$ cat config.mk
export PLATFORM = sky130hd
export DESIGN_NAME = rml_divq
export DESIGN_NICKNAME = d
export VERILOG_FILES = /design/src/rtl/rotation_matrix_logarithm_top_macros.svh /design/src/rtl/rml_pkg.sv /design/src/rtl/rml_divq.sv
export SDC_FILE = /design/constraint.sdc
export NUM_CORES = 2
export LEC_CHECK = 0
export BUFFER_PORTS_ARGS = -buffer_cell sky130_fd_sc_hd__buf_2
export CAP_MARGIN = 0
export CELL_PAD_IN_SITES_DETAIL_PLACEMENT = 1
export CELL_PAD_IN_SITES_GLOBAL_PLACEMENT = 2
export CORE_AREA = 2 2 359 503
export CTS_CLUSTER_DIAMETER = 80
export DETAILED_ROUTE_END_ITERATION = 10
export DIE_AREA = 0 0 361 505
export PLACE_DENSITY_LB_ADDON = 0.1
export SYNTH_ARGS = -nofsm -noshare
export SYNTH_HDL_FRONTEND = slang
export SYNTH_SLANG_ARGS = --single-unit
$ cat constraint.sdc
create_clock -name clock -period 4.89 [get_ports clock]
set_input_delay 0.978 -clock clock [delete_from_list [all_inputs] [get_ports clock]]
set_output_delay 0.978 -clock clock [all_outputs]
set_load 0.01 [all_outputs]
$ cat src/rtl/rotation_matrix_logarithm_top_macros.svh
// Assertion macros shared by the rotation matrix logarithm RTL
`ifndef ROTATION_MATRIX_LOGARITHM_TOP_MACROS_SVH
`define ROTATION_MATRIX_LOGARITHM_TOP_MACROS_SVH

// same-cycle implication, disabled in reset
`define RML_ASSERT_IMPL(lbl, clk, rst, ante, cons) \
   lbl: assert property (@(posedge clk) disable iff (rst) (ante) |-> (cons)) \
      else $error("rml assertion failed");

// next-cycle implication, disabled in reset
`define RML_ASSERT_NEXT(lbl, clk, rst, ante, cons) \
   lbl: assert property (@(posedge clk) disable iff (rst) (ante) |=> (cons)) \
      else $error("rml assertion failed");

`endif

$ cat src/rtl/rml_pkg.sv
// Types, widths and constants of the rotation matrix logarithm pipeline
`default_nettype none
package rml_pkg;

   localparam int MAT_W         = 16;
   localparam int P_W           = 18;
   localparam int SQ_W          = 34;
   localparam int SUMSQ_W       = 36;
   localparam int ROOT_W        = 31;
   localparam int REM_W         = 35;
   localparam int SQ_STAGES     = 31;
   localparam int CORDIC_STAGES = 20;
   localparam int CX_W          = 46;
   localparam int CZ_W          = 22;
   localparam int ZC_W          = 21;
   localparam int MAG_W         = 17;
   localparam int PROD_W        = 38;
   localparam int DIVD_W        = 47;
   localparam int DIVS_W        = 32;
   localparam int REMD_W        = 48;
   localparam int QUO_W         = 16;
   localparam int DIV_STAGES    = 16;
   localparam int OMEGA_W       = 16;
   localparam int ANGLE_W       = 15;

   localparam logic signed [P_W-1:0] ONE_Q14 = 18'sd16384;
   localparam logic [ANGLE_W-1:0]    PI_Q13  = 15'd25736;

   // atan(2^-i) in Q20
   localparam logic [CZ_W-1:0] ATAN_TAB [CORDIC_STAGES] = '{
      22'd823550, 22'd486170, 22'd256879, 22'd130396, 22'd65451,
      22'd32757,  22'd16383,  22'd8192,   22'd4096,   22'd2048,
      22'd1024,   22'd512,    22'd256,    22'd128,    22'd64,
      22'd32,     22'd16,     22'd8,      22'd4,      22'd2
   };

   typedef struct packed {
      logic signed [P_W-1:0] px;
      logic signed [P_W-1:0] py;
      logic signed [P_W-1:0] pz;
      logic signed [P_W-1:0] pw;
   } quat_type;

   typedef struct packed {
      logic [2:0]          neg;
      logic                zero;
      logic [ANGLE_W-1:0]  angle;
   } side_type;

   typedef struct packed {
      logic signed [OMEGA_W-1:0] omega_x;
      logic signed [OMEGA_W-1:0] omega_y;
      logic signed [OMEGA_W-1:0] omega_z;
      logic [ANGLE_W-1:0]        angle;
   } result_type;

   function automatic logic signed [P_W-1:0] sx18(input logic [MAT_W-1:0] v);
      return {{(P_W-MAT_W){v[MAT_W-1]}}, v};
   endfunction

endpackage
`default_nettype wire

$ cat src/rtl/rml_divq.sv
// Pipelined restoring divider, one quotient bit per stage, with overflow flag
`default_nettype none
module rml_divq import rml_pkg::*; (
   input  logic               clock,
   input  logic               en,
   input  logic [DIVD_W-1:0]  in_dividend,
   input  logic [DIVS_W-1:0]  in_divisor,
   output logic [QUO_W-1:0]   out_quot,
   output logic               out_sat
);

   logic [REMD_W-1:0] rem_ff  [DIV_STAGES];
   logic [REMD_W-1:0] rem_in  [DIV_STAGES];
   logic [DIVS_W-1:0] dvs_ff  [DIV_STAGES];
   logic [DIVS_W-1:0] dvs_in  [DIV_STAGES];
   logic [QUO_W-1:0]  quot_ff [DIV_STAGES];
   logic [QUO_W-1:0]  quot_in [DIV_STAGES];
   logic              sat_ff  [DIV_STAGES];
   logic              sat_in  [DIV_STAGES];

   always_comb begin
      logic [REMD_W-1:0] rem_p;
      logic [REMD_W-1:0] dsh;
      logic [DIVS_W-1:0] dvs_p;
      logic [QUO_W-1:0]  quot_p;
      logic              sat_p;
      for (int k = 0; k < DIV_STAGES; k++) begin
         if (k == 0) begin
            rem_p  = REMD_W'(in_dividend);
            dvs_p  = in_divisor;
            quot_p = '0;
            // quotient would not fit in QUO_W bits
            sat_p  = REMD_W'(in_dividend) >= (REMD_W'(in_divisor) << QUO_W);
         end else begin
            rem_p  = rem_ff[k-1];
            dvs_p  = dvs_ff[k-1];
            quot_p = quot_ff[k-1];
            sat_p  = sat_ff[k-1];
         end
         dsh = REMD_W'(dvs_p) << (QUO_W - 1 - k);
         if (rem_p >= dsh) begin
            rem_in[k]  = rem_p - dsh;
            quot_in[k] = {quot_p[QUO_W-2:0], 1'b1};
         end else begin
            rem_in[k]  = rem_p;
            quot_in[k] = {quot_p[QUO_W-2:0], 1'b0};
         end
         dvs_in[k] = dvs_p;
         sat_in[k] = sat_p;
      end
   end

   always_ff @(posedge clock) begin
      if (en) begin
         rem_ff  <= rem_in;
         dvs_ff  <= dvs_in;
         quot_ff <= quot_in;
         sat_ff  <= sat_in;
      end
   end

   assign out_quot = quot_ff[DIV_STAGES-1];
   assign out_sat  = sat_ff[DIV_STAGES-1];

endmodule
`default_nettype wire
# Yosys cells after proc, flatten, opt, wreduce, memory -nomap -nowiden
# Index checks and enable logic that the tools add are counted.
# op_classes
addsub	15
magnitude_cmp	17
n_mux	31
# op_table
op	n
two-way mux 48 bit	14
>= comparator 47 x 48 -> 1 bit	1
>= comparator 48 x 32 -> 1 bit	1
>= comparator 48 x 33 -> 1 bit	1
>= comparator 48 x 34 -> 1 bit	1
>= comparator 48 x 35 -> 1 bit	1
>= comparator 48 x 36 -> 1 bit	1
>= comparator 48 x 37 -> 1 bit	1
>= comparator 48 x 38 -> 1 bit	1
>= comparator 48 x 39 -> 1 bit	1
>= comparator 48 x 40 -> 1 bit	1
>= comparator 48 x 41 -> 1 bit	1
>= comparator 48 x 42 -> 1 bit	1
>= comparator 48 x 43 -> 1 bit	1
>= comparator 48 x 44 -> 1 bit	1
>= comparator 48 x 45 -> 1 bit	1
>= comparator 48 x 46 -> 1 bit	1
subtractor 47 x 47 -> 48 bit	1
subtractor 48 x 33 -> 48 bit	1
subtractor 48 x 34 -> 48 bit	1
subtractor 48 x 35 -> 48 bit	1
subtractor 48 x 36 -> 48 bit	1
subtractor 48 x 37 -> 48 bit	1
subtractor 48 x 38 -> 48 bit	1
other kinds (11)	26
# word_totals
reg_bits	1352
inputBits	81
output_inout_bits	17
word_cells	126

# Depth between registers and ports, before layout
# logic_depth
ltp_word	2
depth_mapped	15
ltp_nobuf	14

# Worst setup path before layout
# OpenSTA, ideal clock, no wires.
# synth_timing
path_type	input to register
from	input in_dividend[15]
to	register rem_ff[763] (netlist bit), data pin
setup_time_ns	0.260
arrival_ns	3.613
required_ns	4.630
slack_ns	1.018
stages	13
path_buffers	0
cell_sequence	inv_1 -> ha_1 -> fa_1 -> nor2b_1 -> o31a_1 -> o2111a_1 -> o21ai_0 -> o31ai_1 -> a41oi_1 -> a22oi_1 -> a31oi_1 -> xnor2_1 -> mux2_2
# synth_rtl
item	line	rtl
start: declaration	rml_divq.sv:6	input logic [DIVD_W-1:0] in_dividend,
end signal: assignment	rml_divq.sv:55	rem_ff <= rem_in;
end: declaration	rml_divq.sv:12	logic [REMD_W-1:0] rem_ff [DIV_STAGES];

==> results.sh <==
export IMPL_status="completed"
export IMPL_synth_top_family_by_area="compound AO/OA/AOI/OAI gates"
export IMPL_synth_most_common_cell="edfxtp_1"
export IMPL_yosys_area_share_xor_xnor=0.0599
export IMPL_yosys_area_top_type="edfxtp_1"
export IMPL_routed_via_density=5.56
export IMPL_grt_overflow=0
export IMPL_grt_max_degree=143
export IMPL_clkSlewWorstSetupHoldPaths_ns=0.06
export IMPL_track_usage=0.229
export IMPL_synth_compound_area_share=0.154
export IMPL_clock_skew_ns=0.0614
export IMPL_crit_required_ns=5.43
export IMPL_io_pins=98
export IMPL_final_hold_violation_count=0
export IMPL_drtIter0Drc=2073
export IMPL_synthTopCellsByCount="1352 x edfxtp_1, 738 x a21oi_1, 682 x inv_1"
export IMPL_synthFlopType="edfxtp_1"
export IMPL_crit_type="flip-flop to flip-flop"
export IMPL_wire_per_inst_um=21.4
export IMPL_min_delay_start="in_divisor[4]"
export IMPL_cts_root_buf="clkbuf_16"
export IMPL_finalNetCount=7994
export IMPL_die_w_um=361
export IMPL_synth_simple_area_share=0.110
export IMPL_grt_use_met1=0.173
export IMPL_crit_arrival_ns=5.27
export IMPL_leakagePower_nw=34.8
export IMPL_synth_net_count=7818
export IMPL_cts_hold_buf=0
export IMPL_synth_area_um2=77700
export IMPL_grt_pass1_wl_um=324000
export IMPL_worst_path_buf_inv=0
export IMPL_cts_max_level=4
export IMPL_synth_area_leaders="edfxtp_1 52%, ha_1 8.7%, a21oi_1 4.8%, xnor2_1 3.4%, inv_1 3.3%"
export IMPL_drc=0
export IMPL_synth_distinct_cells=93
export IMPL_fin_cells=9797
export IMPL_antenna_found_initial=2
export IMPL_start_kind="flip-flop"
export IMPL_synth_top_area_share=0.523
export IMPL_async_flop_share=0
export IMPL_worstSetupStartpoint="rem_ff[125]$_DFFE_PP_"
export IMPL_grt_pass1_vias=60791
export IMPL_p_sw_mw=19.7
export IMPL_powerDensity_nw_per_um2=600
export IMPL_tns_ns=0
export IMPL_period_share=0.968
export IMPL_cap_violations=0
export IMPL_io_buffers=97
export IMPL_synth_mux_area_frac=0.0173
export IMPL_clock_sinks=1352
export IMPL_crit_family="simple AND/OR/NAND/NOR gates"
export IMPL_cp_end_kind="flip-flop"
export IMPL_cts_buffers=150
export IMPL_p_int_mw=32.3
export IMPL_grt_util_met2=0.497
export IMPL_crit_chain="ha_1 > nand4_1 > nor4_4 > o311ai_0 > nand3b_1 > a31oi_4 > a211o_1 > or4_1 > a311oi_1 > xor2_1"
export IMPL_area_growth_pct=11.7
export IMPL_row_count=183
export IMPL_maxSlewHeadroom=0.156
export IMPL_ys_seq_area_frac=0.523
export IMPL_met3_usage=0.0241
export IMPL_min_period_ns=4.73
export IMPL_drive_above_1_share=0.0840
export IMPL_peakVddDrop_mv=0.403
export IMPL_ant_nets=0
export IMPL_cts_max_path_buffers=3
export IMPL_tightest_slew_ns=1.26
export IMPL_cts_tree="yes"
export IMPL_swShare=0.379
export IMPL_die_area_um2=182000
export IMPL_gr_max_usage_layer="met2"
export IMPL_critPathMaxFanout=9
export IMPL_synthCells=7179
export IMPL_dpl_cell_area_um2=81700
export IMPL_power_frac_comb=0.429
export IMPL_stdcell_area_um2=86700
export IMPL_synth_seq_cells=1352
export IMPL_yosysWarnings=0
export IMPL_die_y_um=505
export IMPL_drv_slew=0
export IMPL_cp_slowest_stage_delay_ns=0.66
export IMPL_fillCellCount=19132
export IMPL_dpl_hpwl_um=168000
export IMPL_synth_edf_count=1352
export IMPL_min_path_type="input port to flip-flop"
export IMPL_gp_congestion=0.919
export IMPL_firstDrtPassIters=5
export IMPL_wl_um=209000
export IMPL_dp_cells=9515
export IMPL_seqPwrFrac=0.351
export IMPL_clockPowerShare=0.220
export IMPL_clkLatencyLatePin_ns=0.83
export IMPL_vias=54491
export IMPL_rsz0062_at_grt="no"
export IMPL_synth_avg_cell_area_um2=10.8
export IMPL_critPathSlowestCell="nor4_4"
export IMPL_synthAdderAreaFrac=0.0913
export IMPL_start_util=0.438
export IMPL_reg2reg_from="rem_ff[125]$_DFFE_PP_"
export IMPL_final_setup_viol_count=0
export IMPL_timing_fmax_mhz=211
export IMPL_core_area_um2=177000
-- placed cells by master, fill, tap and decap left out, types with 24 or more instances in the layout --
cell / netlist / layout
ha_1: 543 / 543
nor3_1: 101 / 101
clkbuf_16: 0 / 150
and2_1: 26 / 26
nand3_1: 110 / 110
buf_4: 16 / 124
nand2_1: 452 / 452
nand2b_1: 63 / 63
nor2b_1: 77 / 77
clkbuf_1: 182 / 34
o21a_1: 57 / 57
nor4_1: 73 / 71
edfxtp_1: 1352 / 1352
o211ai_1: 38 / 38
o21ai_0: 381 / 380
a211oi_1: 49 / 49
and3_1: 41 / 41
clkinv_1: 0 / 34
inv_1: 682 / 682
nor2_1: 564 / 564
buf_2: 2 / 96
xnor2_1: 303 / 303
xor2_1: 228 / 228
nand4_1: 111 / 111
buf_12: 0 / 24
a31oi_1: 52 / 51
o31ai_1: 39 / 39
a21o_1: 272 / 272
or3_1: 40 / 40
mux2_2: 115 / 115
o21bai_1: 70 / 70
a21oi_1: 738 / 738
-- per-stage QoR --
stage          worst slack, ns  power, mW   util  hold slack [ns]
3_5_place_dp            -0.527       40.8  0.460            0.405
2_1_floorplan             1.02       33.7      -            0.400
4_1_cts                  0.152       52.6  0.489            0.262
5_1_grt                  0.102       55.4  0.489            0.282
6_report                 0.156       52.0  0.489            0.334
3_3_place_gp            -0.539       40.4  0.460            0.400
-- power by group through the flow --
stage / Sequential (mW) / Combinational, mW / Clock [mW]
global placement: 18.4 / 22.0 / 0
global route: 18.6 / 24.7 / 12.1
detailed placement: 18.5 / 22.3 / 0
CTS: 18.3 / 22.5 / 11.8
finish: 18.3 / 22.3 / 11.4
floorplan: 17.8 / 15.8 / 0
-- logic make-up after synthesis --
family,after synthesis
fa+ha+maj,558
mux,120
buf+inv,903
simple gates,1783
flops,1352
compound gates,1932
xor+xnor,531
-- flip-flops by register name (all words and copies together) (netlist names) --
signal,count
rem_ff,720
dvs_ff,480
out_quot,16
sat_ff,15
quot_ff,120
out_sat,1
-- per-layer routing --
metal  part of all wire  up-vias
met5                  0        -
met4              0.082        0
met3              0.019      632
met2               0.60      839
met1               0.30    26414
li1                   -    26606
-- area by class of cell --
class | instances | area [µm²] | share of cell area
diodes | 5 | 12.5 | 0.000144
clock buffers | 184 | 3880 | 0.0447
clock inverters | 93 | 1160 | 0.0133
inverters | 683 | 2560 | 0.0296
multi-input cells | 4924 | 33700 | 0.389
flip-flops and latches | 1352 | 40600 | 0.468
well taps | 2312 | 2890 | 0.0334
repair buffers | 244 | 1890 | 0.0218
-- final timing paths --
kind	to	slack (ns)	cells after the start
worst max-delay path	rem_ff[93]$_DFFE_PP_	0.16	10
worst min-delay path	dvs_ff[484]$_DFFE_PP_	0.33	1
worst max register to register	rem_ff[93]$_DFFE_PP_	0.16	10
worst min register to register	quot_ff[42]$_DFFE_PP_	0.41	0
-- timing repair --
action | CTS | global route
gates resized for setup | 2 | 0
setup buffers | 0 | 0
endpoints found under the hold margin | 0 | 0
endpoints found under the setup margin | 15 | 0
(Power assumes the default switching activity.)
