### src/rtl/rotation_matrix_logarithm_top_macros.svh
// Assertion macros shared by the rotation matrix logarithm RTL
`ifndef ROTATION_MATRIX_LOGARITHM_TOP_MACROS_SVH
`define ROTATION_MATRIX_LOGARITHM_TOP_MACROS_SVH

// same-cycle implication, disabled in reset
`define RML_ASSERT_IMPL(lbl, clk, rst, ante, cons) \
   lbl: assert property (@(posedge clk) disable iff (rst) (ante) |-> (cons)) \
      else $error("rml assertion failed");

// next-cycle implication, disabled in reset
`define RML_ASSERT_NEXT(lbl, clk, rst, ante, cons) \
   lbl: assert property (@(posedge clk) disable iff (rst) (ante) |=> (cons)) \
      else $error("rml assertion failed");

`endif

### src/rtl/rml_pkg.sv
// Types, widths and constants of the rotation matrix logarithm pipeline
`default_nettype none
package rml_pkg;

   localparam int MAT_W         = 16;
   localparam int P_W           = 18;
   localparam int SQ_W          = 34;
   localparam int SUMSQ_W       = 36;
   localparam int ROOT_W        = 31;
   localparam int REM_W         = 35;
   localparam int SQ_STAGES     = 31;
   localparam int CORDIC_STAGES = 20;
   localparam int CX_W          = 46;
   localparam int CZ_W          = 22;
   localparam int ZC_W          = 21;
   localparam int MAG_W         = 17;
   localparam int PROD_W        = 38;
   localparam int DIVD_W        = 47;
   localparam int DIVS_W        = 32;
   localparam int REMD_W        = 48;
   localparam int QUO_W         = 16;
   localparam int DIV_STAGES    = 16;
   localparam int OMEGA_W       = 16;
   localparam int ANGLE_W       = 15;

   localparam logic signed [P_W-1:0] ONE_Q14 = 18'sd16384;
   localparam logic [ANGLE_W-1:0]    PI_Q13  = 15'd25736;

   // atan(2^-i) in Q20
   localparam logic [CZ_W-1:0] ATAN_TAB [CORDIC_STAGES] = '{
      22'd823550, 22'd486170, 22'd256879, 22'd130396, 22'd65451,
      22'd32757,  22'd16383,  22'd8192,   22'd4096,   22'd2048,
      22'd1024,   22'd512,    22'd256,    22'd128,    22'd64,
      22'd32,     22'd16,     22'd8,      22'd4,      22'd2
   };

   typedef struct packed {
      logic signed [P_W-1:0] px;
      logic signed [P_W-1:0] py;
      logic signed [P_W-1:0] pz;
      logic signed [P_W-1:0] pw;
   } quat_type;

   typedef struct packed {
      logic [2:0]          neg;
      logic                zero;
      logic [ANGLE_W-1:0]  angle;
   } side_type;

   typedef struct packed {
      logic signed [OMEGA_W-1:0] omega_x;
      logic signed [OMEGA_W-1:0] omega_y;
      logic signed [OMEGA_W-1:0] omega_z;
      logic [ANGLE_W-1:0]        angle;
   } result_type;

   function automatic logic signed [P_W-1:0] sx18(input logic [MAT_W-1:0] v);
      return {{(P_W-MAT_W){v[MAT_W-1]}}, v};
   endfunction

endpackage
`default_nettype wire

### src/rtl/rml_isqrt.sv
// Pipelined integer square root, one root bit per stage, with quaternion sideband
`default_nettype none
module rml_isqrt import rml_pkg::*; (
   input  logic                clock,
   input  logic                reset,
   input  logic                en,
   input  logic                in_valid,
   input  logic [SUMSQ_W-1:0]  in_radicand,
   input  quat_type            in_quat,
   output logic                out_valid,
   output logic [ROOT_W-1:0]   out_root,
   output quat_type            out_quat
);

   logic [SQ_STAGES-1:0] valid_ff, valid_in;
   logic [REM_W-1:0]     rem_ff  [SQ_STAGES];
   logic [REM_W-1:0]     rem_in  [SQ_STAGES];
   logic [ROOT_W-1:0]    root_ff [SQ_STAGES];
   logic [ROOT_W-1:0]    root_in [SQ_STAGES];
   logic [SUMSQ_W-1:0]   rad_ff  [SQ_STAGES];
   logic [SUMSQ_W-1:0]   rad_in  [SQ_STAGES];
   quat_type             quat_ff [SQ_STAGES];
   quat_type             quat_in [SQ_STAGES];

   always_comb begin
      logic [REM_W-1:0]   rem_p;
      logic [REM_W-1:0]   rem_t;
      logic [REM_W-1:0]   trial;
      logic [ROOT_W-1:0]  root_p;
      logic [SUMSQ_W-1:0] rad_p;
      logic               vp;
      quat_type           qp;
      for (int k = 0; k < SQ_STAGES; k++) begin
         if (k == 0) begin
            rem_p  = '0;
            root_p = '0;
            rad_p  = in_radicand;
            vp     = in_valid;
            qp     = in_quat;
         end else begin
            rem_p  = rem_ff[k-1];
            root_p = root_ff[k-1];
            rad_p  = rad_ff[k-1];
            vp     = valid_ff[k-1];
            qp     = quat_ff[k-1];
         end
         // bring down the next two radicand bits; the low pairs are zero
         rem_t = {rem_p[REM_W-3:0], rad_p[SUMSQ_W-1 -: 2]};
         trial = {{(REM_W-ROOT_W-2){1'b0}}, root_p, 2'b01};
         if (rem_t >= trial) begin
            rem_in[k]  = rem_t - trial;
            root_in[k] = {root_p[ROOT_W-2:0], 1'b1};
         end else begin
            rem_in[k]  = rem_t;
            root_in[k] = {root_p[ROOT_W-2:0], 1'b0};
         end
         rad_in[k]   = {rad_p[SUMSQ_W-3:0], 2'b00};
         valid_in[k] = vp;
         quat_in[k]  = qp;
      end
   end

   always_ff @(posedge clock) begin
      if (reset) begin
         valid_ff <= '0;
      end else if (en) begin
         valid_ff <= valid_in;
      end
   end

   always_ff @(posedge clock) begin
      if (en) begin
         rem_ff  <= rem_in;
         root_ff <= root_in;
         rad_ff  <= rad_in;
         quat_ff <= quat_in;
      end
   end

   assign out_valid = valid_ff[SQ_STAGES-1];
   assign out_root  = root_ff[SQ_STAGES-1];
   assign out_quat  = quat_ff[SQ_STAGES-1];

endmodule
`default_nettype wire

### config.mk
export PLATFORM = sky130hd
export DESIGN_NAME = rml_isqrt
export DESIGN_NICKNAME = d
export VERILOG_FILES = /design/src/rtl/rotation_matrix_logarithm_top_macros.svh /design/src/rtl/rml_pkg.sv /design/src/rtl/rml_isqrt.sv
export SDC_FILE = /design/constraint.sdc
export NUM_CORES = 2
export LEC_CHECK = 0
export BUFFER_PORTS_ARGS = -buffer_cell sky130_fd_sc_hd__buf_2
export CORE_MARGIN = 4
export CORE_UTILIZATION = 34
export DETAILED_ROUTE_END_ITERATION = 8
export PLACE_DENSITY_LB_ADDON = 0.08
export SLEW_MARGIN = 5
export SYNTH_ARGS = -nofsm -noshare
export SYNTH_HDL_FRONTEND = slang
export SYNTH_SLANG_ARGS = --single-unit
### constraint.sdc
create_clock -name clock -period 10.34 [get_ports clock]
set_input_delay 0.517 -clock clock [delete_from_list [all_inputs] [get_ports clock]]
set_output_delay 0.517 -clock clock [all_outputs]
set_load 0.01 [all_outputs]
# --- Word-level counts from Yosys, hierarchy flattened ---
# Cells that the tools add are included.
# Widths: inputs -> output; s select.
totals:
  regBits: 4025
  input_bits: 112
  out_inout_bits: 104
op_classes:
  addsub: 30
  n_lt_le_gt_ge: 31
  n_mux: 61
op_table:
  columns: ["cell", "count"]
  rows:
  - ["$mux 33", 29]
  - ["$ge 35x10->1", 1]
  - ["$ge 35x11->1", 1]
  - ["$ge 35x12->1", 1]
  - ["$ge 35x13->1", 1]
  - ["$ge 35x14->1", 1]
  - ["$ge 35x15->1", 1]
  - ["$ge 35x16->1", 1]
  - ["$ge 35x17->1", 1]
  - ["$ge 35x18->1", 1]
  - ["$ge 35x19->1", 1]
  - ["$ge 35x20->1", 1]
  - ["$ge 35x21->1", 1]
  - ["$ge 35x22->1", 1]
  - ["$ge 35x23->1", 1]
  - ["$ge 35x24->1", 1]
  - ["$ge 35x25->1", 1]
  - ["$ge 35x26->1", 1]
  - ["$ge 35x27->1", 1]
  - ["$ge 35x28->1", 1]
  - ["$ge 35x29->1", 1]
  - ["$ge 35x3->1", 1]
  - ["$ge 35x30->1", 1]
  - ["$ge 35x31->1", 1]
  - ["other kinds (40)", 70]

# --- Depth between registers and ports, before layout ---
logic_depth:
  depth_word: 2
  ltp_mapped: 14
  mapped_depth_nobuf: 12

# --- Worst setup path before layout ---
# No wires, ideal clock.
synth_timing:
  kind: "register -> register"
  startpoint: "reg rem_ff[70] (netlist bit)"
  endpoint: "reg rem_ff[67] (netlist bit), data pin"
  setup_time_ns: 0.260
  arrival_ns: 3.204
  slack_ns: 6.876
  path_stages_with_launch: 12
  path_buffers: 0
  period_less_slack_ns: 3.464
  cell_sequence: "edfxtp_1 > ha_1 > fa_1 > a21o_1 > a221oi_1 > a211oi_1 > nor2_1 > nor4_1 > o31a_1 > o41ai_1 > o21a_1 > mux2_2"
synth_lines:
  columns: ["item", "line_no", "text"]
  rows:
  - ["from (decl)", "rml_isqrt.sv:16", "logic [REM_W-1:0] rem_ff [SQ_STAGES];"]
  - ["from (signal assigned)", "rml_isqrt.sv:73", "rem_ff <= rem_in;"]

==> flow_summary.json <==
{
  "rrSetupSlack_ns": 6.03,
  "finClkSkew_ns": 0.104,
  "peakVddDrop_uv": 131,
  "drv_slew": 0,
  "synth-compound-area-share": 0.0630,
  "die_area_mm2": 0.476,
  "area_growth_pct": 15.0,
  "final_hold_viol_count": 0,
  "critPathLaunchType": "register",
  "grt_first_pass_wirelength_um": 452000,
  "rows": 250,
  "cts_buffers": 446,
  "cp.required_ns": 11.00,
  "dp_hpwl_um": 183000,
  "detail_route.first_pass.iterations": 6,
  "yosysSeqAreaShare": 0.756,
  "cts_setup_buffers": 0,
  "power_density_mw_per_mm2": 225,
  "worstSetupPathType": "register to register",
  "hold_end": "valid_ff[4]$_SDFFE_PP0P_",
  "drive_gt1_frac": 0.101,
  "synth_xor_area_frac": 0.0417,
  "synth_area_mm2": 0.158,
  "clock-sinks": 3995,
  "finalCritPeriodShare": 0.417,
  "worstPathMaxFanout": 5,
  "syn_nets": 10600,
  "htree_levels": 5,
  "clock_tree.buffer_depth": 4,
  "final_antenna_net_count": 0,
  "start_util": 0.341,
  "cpMostUsedCell": "a211o_1",
  "synth_cells": 9935,
  "reg2reg_depth": 11,
  "crit_family": "compound AO/OA/AOI/OAI gates",
  "synth-seq-cells": 3995,
  "cts-root-buf": "clkbuf_16",
  "hold_class": "input pin to register",
  "max_freq_mhz": 232,
  "critical_path_buf_inv_count": 0,
  "ios": 216,
  "clk_pin_slew_ns": 0.06,
  "synthAdderAreaFrac": 0.0413,
  "cp_cell_sequence": "ha_1 > fa_1 > a211o_1 > a21oi_1 > o31ai_1 > a211o_1 > o41ai_1 > o21ai_0 > a21o_1 > a31oi_1 > xor2_1",
  "vias": 79200,
  "final.min_clock_period_ns": 4.31,
  "worst_slew_margin_rel": 0.165,
  "ys_warn_count": 0,
  "insertion_delay_ns": 0.98,
  "yosysTopAreaCell": "edfxtp_1",
  "fp.dieW_um": 690,
  "synth-simple-area-share": 0.0649,
  "synthFlopType": "edfxtp_1",
  "fillers": 42400,
  "tightest_slew_ns": 1.24,
  "cpPeakStageDelay_ns": 0.85,
  "whs_path_depth": 3,
  "slowest_stage": "o41ai_1",
  "wirelength_um": 283000,
  "grt_max_degree": 192,
  "cts_tree": "yes",
  "ys_types": 106,
  "wl_per_cell_um": 16.6,
  "rr_startpoint": "rem_ff[105]$_SDFFCE_PP0P_",
  "synth-edff-count": 3964,
  "io_buffers": 215,
  "min_from": "en",
  "via_per_inst": 4.63,
  "avgSynthCellArea_um2": 15.9,
  "rsz0062_at_grt": "false",
  "synth_top_area_share": 0.752,
  "arrival_ns": 4.97,
  "post_cts_resized": 0,
  "overflow": 0,
  "nets": 11200,
  "multiInputGateArea_mm2": 0.0349,
  "synth_top_family_by_area": "simple AND/OR/NAND/NOR gates",
  "globalplace.congestion": 0.856,
  "coreArea_mm2": 0.464,
  "async_flop_share": 0,
  "finalSetupTns_ns": 0,
  "status": "completed",
  "maxCapViolCount": 0,
  "grt_use_total": 0.115,
  "ys_top_cells_by_area": "edfxtp_1 75%, ha_1 4.0%, xnor2_1 2.1%",
  "grt_pass1_vias": 82100,
  "worstReg2RegEnd": "rem_ff[102]$_DFFE_PP_",
  "drt_iter0_drc": 5096,
  "cp-end-kind": "register",
  "antenna_found_initial": 5,
  "seq_area_mm2": 0.120,
  "synthMuxAreaShare": 0.00938,
  "post-route-drc-count": 0,
  "cts_hold_buf": 112,
  "final_util": 0.393,
  "setup_viol": 0,
  "p_leak_nw": 65.8,
  "die_y_um": 690
}
## worst max-delay path by stage
stage	startpoint	to	slack (ns)	cells past startpoint
after floorplan	rem_ff[70]$_SDFFCE_PP0P_	rem_ff[67]$_DFFE_PP_	6.88	11
after detailed placement	rem_ff[385]$_SDFFCE_PP0P_	rem_ff[371]$_DFFE_PP_	6.09	13
after CTS	rem_ff[385]$_SDFFCE_PP0P_	rem_ff[361]$_DFFE_PP_	6.05	13
after global routing	rem_ff[385]$_SDFFCE_PP0P_	rem_ff[361]$_DFFE_PP_	5.75	13
final	rem_ff[105]$_SDFFCE_PP0P_	rem_ff[102]$_DFFE_PP_	6.03	11
after global placement	rem_ff[385]$_SDFFCE_PP0P_	rem_ff[356]$_DFFE_PP_	6.05	13
## power breakdown
| part | leakage, nW | switching, mW | internal (mW) | total (mW) |
|---|---|---|---|---|
| registers | 38.5 | 0.807 | 19.7 | 20.5 |
| clock network | 6.99 | 6.41 | 9.00 | 15.4 |
| logic | 20.3 | 2.93 | 2.09 | 5.03 |
| total | 65.8 | 10.2 | 30.8 | 40.9 |
## cells in the final DEF (no fill, tap or decap), drive strengths merged, types with 24 or more instances in the layout
cell	n
xor2	375
a21oi	491
or2	43
nand2b	90
or4	57
o211ai	41
or3	74
ha	503
dlygate4sd3	112
a211oi	42
clkbuf	539
o21ai	364
a21o	205
nor4	115
o31ai	43
nor2b	68
a31oi	44
mux2	98
inv	655
dfxtp	31
nand2	485
nand3	119
nor3	203
mux2i	38
o21bai	54
nand4	65
nor2	577
and2	35
clkinv	216
o21a	110
bufinv	42
a2111oi	24
buf	281
xnor2	378
edfxtp	3964
and3	47
## routing by layer
| metal | wire, µm | up-vias | track usage | part of all wire |
|---|---|---|---|---|
| met3 | 11800 | 607 | 0.0215 | 0.042 |
| met5 | 0 | - | 0 | 0 |
| met4 | 10400 | 0 | 0.0429 | 0.037 |
| li1 | - | 38600 | - | - |
| met2 | 137000 | 1405 | 0.197 | 0.49 |
| met1 | 124000 | 38600 | 0.146 | 0.44 |
## flip-flops by register name (all words and copies together) (netlist names)
signal	count
quat_ff	2160
out_root	31
rad_ff	306
valid_ff	31
rem_ff	930
root_ff	465
out_quat	72
## cells in the mapped netlist, drive strengths merged, types with 24 or more instances
| library cell | n |
|---|---|
| mux2 | 98 |
| or2 | 43 |
| o21bai | 54 |
| ha | 503 |
| mux2i | 38 |
| and2 | 35 |
| xor2 | 375 |
| edfxtp | 3964 |
| buf | 127 |
| nor2b | 68 |
| or4 | 57 |
| nand2 | 485 |
| inv | 640 |
| o211ai | 41 |
| nand4 | 65 |
| clkbuf | 115 |
| dfxtp | 31 |
| xnor2 | 378 |
| o21ai | 364 |
| a21o | 205 |
| nand3 | 119 |
| a21oi | 491 |
| nor3 | 203 |
| o21a | 110 |
| o31ai | 43 |
| and3 | 47 |
| nand2b | 90 |
| or3 | 74 |
| nor2 | 577 |
| a2111oi | 24 |
| a211oi | 42 |
| a31oi | 44 |
| nor4 | 115 |
## worst register-to-register path, stage by stage (launching register included)
cell      delay [ns]
edfxtp_1        0.46
ha_1            0.29
fa_1            0.44
a211o_1         0.33
a21oi_1         0.26
o31ai_1         0.25
a211o_1         0.38
o41ai_1         0.85
o21ai_0         0.23
a21o_1          0.25
a31oi_1         0.21
xor2_1          0.09
## metrics by stage
stage / hold WS (ns) / area, µm² / worst slack [ns] / total power [mW] / cells
2_1_floorplan: 0.400 / 158000 / 6.88 / 24.1 / 9935
3_3_place_gp: 0.400 / 166000 / 6.05 / 25.7 / 16100
3_5_place_dp: 0.405 / 166000 / 6.09 / 25.8 / 16100
4_1_cts: 0.0110 / 182000 / 6.05 / 41.7 / 17100
5_1_grt: 0.0703 / 182000 / 5.75 / 43.1 / 17100
6_report: 0.0907 / 182000 / 6.03 / 40.9 / 17100
## cells by family (layout without fill, tap and decap cells)
family                   Yosys count  after routing
AO/OA/AOI/OAI                   1583           1583
XOR/XNOR                         753            753
adder cells (fa/ha/maj)          515            515
buffers and inverters            884           1859
flip-flops                      3995           3995
multiplexers                     136            136
other                              1              4
AND/OR/NAND/NOR                 2068           2068
## layout make-up
class                           count  share of cell area
Sequential cell                  3995               0.658
Multi-Input combinational cell   5056               0.192
Clock buffer                      539              0.0634
Tap cell                         6174              0.0425
Timing Repair Buffer              393              0.0159
Clock inverter                    285              0.0155
Inverter                          642              0.0132
Antenna cell                        3           0.0000413
(Power assumes the default switching activity.)
